$ cat src/design/lmp_pkg.sv
// Package for the layer mapper and precoder: sizes, codes and the lane control type.
// No dependencies.
package lmp_pkg;

    localparam int MAX_PORTS        = 4;
    localparam int MAX_LAYERS       = 4;
    localparam int WEIGHT_FRAC_BITS = 14;

    localparam int SYM_W    = 8;
    localparam int WEIGHT_W = 16;
    localparam int ACC_W    = 26;
    localparam int PROD_W   = SYM_W + WEIGHT_W;
    localparam int CFG_W    = 3;
    localparam int PORT_W   = (MAX_PORTS > 1) ? $clog2(MAX_PORTS) : 1;
    localparam int LAYER_W  = (MAX_LAYERS > 1) ? $clog2(MAX_LAYERS) : 1;
    localparam int CNT_W    = $clog2(MAX_PORTS + 1);

    localparam int IN_DATA_W  = 56;
    localparam int OUT_DATA_W = 56;

    // Opcodes carried in the input tuser
    localparam logic OP_WEIGHT = 1'b0;
    localparam logic OP_SYMBOL = 1'b1;

    // Configuration register indexes
    localparam logic CFG_NUM_LAYERS = 1'b0;
    localparam logic CFG_NUM_PORTS  = 1'b1;

    // Controls and data broadcast to every port lane
    typedef struct packed {
        logic                       sym_en;
        logic                       first;
        logic [LAYER_W-1:0]         layer;
        logic [LAYER_W-1:0]         w_layer;
        logic signed [SYM_W-1:0]    sym_re;
        logic signed [SYM_W-1:0]    sym_im;
        logic signed [WEIGHT_W-1:0] w_re;
        logic signed [WEIGHT_W-1:0] w_im;
    } lmp_ctl_t;

endpackage

$ cat src/design/lmp_lane.sv
// One antenna port lane: weight column, complex multiply and accumulator.
// Depends on lmp_pkg.
module lmp_lane
(
    input  logic                                clk,
    input  logic                                rst_n,
    input  lmp_pkg::lmp_ctl_t                   ctl,
    input  logic                                wr_sel,
    output logic signed [lmp_pkg::ACC_W-1:0]    acc_re_new,
    output logic signed [lmp_pkg::ACC_W-1:0]    acc_im_new
);

    logic signed [lmp_pkg::WEIGHT_W-1:0] w_re_reg [lmp_pkg::MAX_LAYERS];
    logic signed [lmp_pkg::WEIGHT_W-1:0] w_im_reg [lmp_pkg::MAX_LAYERS];
    logic signed [lmp_pkg::ACC_W-1:0]    acc_re_reg;
    logic signed [lmp_pkg::ACC_W-1:0]    acc_im_reg;

    logic signed [lmp_pkg::WEIGHT_W-1:0] c;
    logic signed [lmp_pkg::WEIGHT_W-1:0] d;
    logic signed [lmp_pkg::PROD_W-1:0]   ac;
    logic signed [lmp_pkg::PROD_W-1:0]   bd;
    logic signed [lmp_pkg::PROD_W-1:0]   ad;
    logic signed [lmp_pkg::PROD_W-1:0]   bc;
    logic signed [lmp_pkg::ACC_W-1:0]    pr;
    logic signed [lmp_pkg::ACC_W-1:0]    pi;

    always_comb
    begin
        c  = w_re_reg[ctl.layer];
        d  = w_im_reg[ctl.layer];
        ac = ctl.sym_re * c;
        bd = ctl.sym_im * d;
        ad = ctl.sym_re * d;
        bc = ctl.sym_im * c;
        pr = lmp_pkg::ACC_W'(ac) - lmp_pkg::ACC_W'(bd);
        pi = lmp_pkg::ACC_W'(ad) + lmp_pkg::ACC_W'(bc);
        // restart the sum on layer zero
        acc_re_new = ctl.first ? pr : acc_re_reg + pr;
        acc_im_new = ctl.first ? pi : acc_im_reg + pi;
    end

    always_ff @(posedge clk or negedge rst_n)
    begin
        if (!rst_n)
        begin
            for (int l = 0; l < lmp_pkg::MAX_LAYERS; l++)
            begin
                w_re_reg[l] <= '0;
                w_im_reg[l] <= '0;
            end
            acc_re_reg <= '0;
            acc_im_reg <= '0;
        end
        else
        begin
            if (wr_sel)
            begin
                w_re_reg[ctl.w_layer] <= ctl.w_re;
                w_im_reg[ctl.w_layer] <= ctl.w_im;
            end
            if (ctl.sym_en)
            begin
                acc_re_reg <= acc_re_new;
                acc_im_reg <= acc_im_new;
            end
        end
    end

endmodule

$ cat config.mk
export PLATFORM = sky130hd
export DESIGN_NAME = lmp_lane
export DESIGN_NICKNAME = d
export VERILOG_FILES = /design/src/design/lmp_pkg.sv /design/src/design/lmp_lane.sv
export SDC_FILE = /design/constraint.sdc
export NUM_CORES = 2
export LEC_CHECK = 0
export BUFFER_PORTS_ARGS = -buffer_cell sky130_fd_sc_hd__buf_2
export CORE_AREA = 3 3 235 237
export CTS_CLUSTER_DIAMETER = 100
export CTS_CLUSTER_SIZE = 25
export DETAILED_ROUTE_END_ITERATION = 16
export DIE_AREA = 0 0 238 240
export PLACE_DENSITY_LB_ADDON = 0.05
export SLEW_MARGIN = 20
export SYNTH_ARGS = -nofsm -noshare
export SYNTH_HDL_FRONTEND = slang
export SYNTH_SLANG_ARGS = --single-unit
$ cat constraint.sdc
create_clock -name clk -period 21.6 [get_ports clk]
set_input_delay 1.08 -clock clk [delete_from_list [all_inputs] [get_ports clk]]
set_output_delay 1.08 -clock clk [all_outputs]
set_load 0.02 [all_outputs]
==> impl_metrics.py <==
metrics = {
    "run_status": {
        "status": "finished, final reports clean",
    },
    "floorplan": {
        "row_count": 85,
        "core_um2": 53500,
        "pin_count": 109,
        "die_h_um": 240,
        "dieArea_um2": 57100,
        "initial_core_util_pct": 54.5,
        "die_w_um": 238,
    },
    "worst_hold_path": {
        "hold_depth": 1,
        "hold_path_class": "reg -> reg",
    },
    "logic_synthesis": {
        "synth_top_area_share_pct": 34.7,
        "synthesis.nets": 3724,
        "synth-edff-count": 0,
        "synth_cell_type_count": 64,
        "synth_warnings": 0,
        "synth_fa_ha_area_share_pct": 43.4,
        "synth_flop_cell": "dfrtp_1",
        "yosys.area.top_type": "fa_1",
        "avgSynthCellArea_um2": 9.86,
        "synth-simple-area-share_pct": 12.6,
        "netlist_area_um2": 29200,
        "synth_area_leaders": "fa_1 (35%), dfrtp_1 (15%), ha_1 (8.8%)",
        "synth_compound_area_share_pct": 6.16,
        "synth_cells": 2958,
        "ys_seq_area_share_pct": 15.4,
        "synth_top_family_by_area": "adder cells",
        "synthArstFlopShare_pct": 100,
        "synth-seq-cells": 180,
        "muxShareOfSynthArea_pct": 10.0,
        "synthXorXnorAreaFrac_pct": 2.94,
    },
    "critical_path": {
        "ff2ff_path_depth": 31,
        "crit_type": "in -> out",
        "required_ns": 20.52,
        "slowest_stage": "mux4_2",
        "crit_top_cell": "fa_1",
        "crit_buf_inv": 6,
        "slowest_delay_ns": 0.85,
        "cp.depth": 29,
        "worst_setup_path_start_kind": "primary input",
        "arrival_ns": 10.34,
        "crit_family": "adder cells",
        "end_kind": "output pin",
        "worst-path-max-fanout": 32,
    },
    "grt": {
        "grt_usage_pct": 26.2,
        "grt_max_degree": 67,
        "grt_pass1_wl_mm": 118,
        "grt_pass1_vias": 22200,
        "grt_antenna_before_repair": 5,
        "overflow": 0,
    },
    "final_layout": {
        "multi_input_area_um2": 21900,
        "fin_nets": 3746,
        "syn_to_final_growth_pct": 5.76,
        "nFillCells": 4677,
        "seq_area_um2": 4500,
        "drive_above_1_share_pct": 13.2,
    },
    "sta": {
        "setup_tns_ns": 0,
        "finalCritPeriodShare_pct": 52.9,
        "hold_violations": 0,
        "rsz0062_at_grt": "no",
        "slew_headroom_pct": 38.4,
        "slew_violations": 0,
        "min_period_ns": 11.42,
        "fmax_ghz": 0.0875,
        "skew_ns": 0.0251,
        "worstMarginPinSlew_ns": 0.924,
        "setup_violations": 0,
    },
    "cts": {
        "cts_setup_buffers": 0,
        "clockRootBuffer": "clkbuf_16",
        "cts_hold_buf": 0,
        "clock_latency_ns": 0.50,
        "cts.sinks": 180,
        "htree_levels": 4,
        "cts_tree": "done",
        "clk_pin_slew_worst_paths_ns": 0.08,
        "cts_resized": 0,
        "clockBufferDepth": 2,
        "cts_buffers": 17,
    },
    "job": {
        "maxCapViolCount": 0,
    },
    "route": {
        "drcViolationCount": 0,
        "firstDrtPassIters": 5,
        "wl_mm": 71.2,
        "viasPerCell": 5.49,
        "drt-initial-drc-count": 1008,
        "ant_nets": 0,
        "wl_per_cell_um": 19.3,
        "vias": 20300,
    },
    "place": {
        "place.gp.congestion": 0.861,
        "place_hpwl_mm": 55.0,
        "portBuffers": 108,
    },
}
## synth_stat cells (5+ instances only)
| cell | number |
|---|---|
| inv_1 | 610 |
| fa_1 | 505 |
| nand2_1 | 279 |
| and2_1 | 235 |
| ha_1 | 204 |
| mux2_2 | 190 |
| dfrtp_1 | 180 |
| clkbuf_1 | 104 |
| nor2_1 | 104 |
| xnor2_1 | 68 |
| a21oi_1 | 67 |
| o21ai_0 | 55 |
| a21o_1 | 40 |
| nand2b_1 | 39 |
| mux4_2 | 32 |
| xor2_1 | 30 |
| nor3_1 | 23 |
| a211oi_1 | 16 |
| o21a_1 | 15 |
| o31ai_1 | 13 |
| and3_1 | 12 |
| buf_1 | 10 |
| a31oi_1 | 9 |
| nand3_1 | 9 |
| nor2b_1 | 8 |
| o21bai_1 | 8 |
| or2_2 | 7 |
| or3_1 | 6 |
| a211o_1 | 5 |
| nand4_1 | 5 |
| o211ai_1 | 5 |
## layout make-up
type | instances | share of cell area [%]
well taps | 696 | 2.82
repair buffers | 120 | 2.07
clock buffers | 17 | 1.38
flip-flops and latches | 180 | 14.6
clock inverters | 15 | 0.580
inverters | 611 | 7.44
multi-input cells | 2050 | 71.1
diodes | 1 | 0.00811
## kinds of logic after synthesis
| family | after synthesis |
|---|---|
| compound gates | 273 |
| xor+xnor | 98 |
| fa+ha+maj | 709 |
| buf+inv | 728 |
| flops | 180 |
| mux | 228 |
| simple gates | 742 |
## worst paths after layout
kind	startpoint	end	slack (ns)
hold reg to reg	w_im_reg[13]$_DFFE_PN0P_	w_im_reg[13]$_DFFE_PN0P_	0.50
setup reg to reg	w_im_reg[5]$_DFFE_PN0P_	acc_im_reg[23]$_DFFE_PN0P_	12.84
max in group asynchronous	rst_n	w_re_reg[47]$_DFFE_PN0P_	19.01
hold / removal	w_im_reg[13]$_DFFE_PN0P_	w_im_reg[13]$_DFFE_PN0P_	0.50
min in group asynchronous	rst_n	acc_im_reg[24]$_DFFE_PN0P_	0.58
setup / recovery	ctl[50]	acc_re_new[25]	10.18
## routing by layer
| metal | vias up | global-route usage [%] | routed length, µm |
|---|---|---|---|
| li1 | 9230 | - | - |
| met4 | 2 | 7.02 | 1400 |
| met3 | 90 | 2.96 | 2650 |
| met5 | - | 0 | 13 |
| met2 | 406 | 46.2 | 36100 |
| met1 | 10500 | 34.7 | 31000 |
## metrics by stage
stage          hold WS, ns  setup slack, ns  cells  util, %  instance area, µm²
4_1_cts              0.505            10.14   3689     57.6               30800
6_report             0.503            10.18   3690     57.6               30800
2_1_floorplan        0.474            10.65   2958        -               29200
5_1_grt              0.522             9.63   3689     57.6               30800
3_5_place_dp         0.489            10.17   3657     56.5               30200
3_3_place_gp         0.482            10.29   3657     56.5               30200
## placed cells by master, fill, tap and decap left out, drive strengths merged, types with 12 or more instances in the layout
cell    instances
a211oi         17
a21o           40
a21oi          67
and2          235
and3           12
buf           119
clkbuf         18
dfrtp         180
fa            505
ha            204
inv           617
mux2          192
mux4           32
nand2         280
nand2b         39
nor2          105
nor3           23
o21a           15
o21ai          60
o31ai          13
xnor2          68
xor2           30
Power is left out: the tool's default activity adds up to more than one toggle a clock period on the data nets, which glitch-free logic cannot reach.
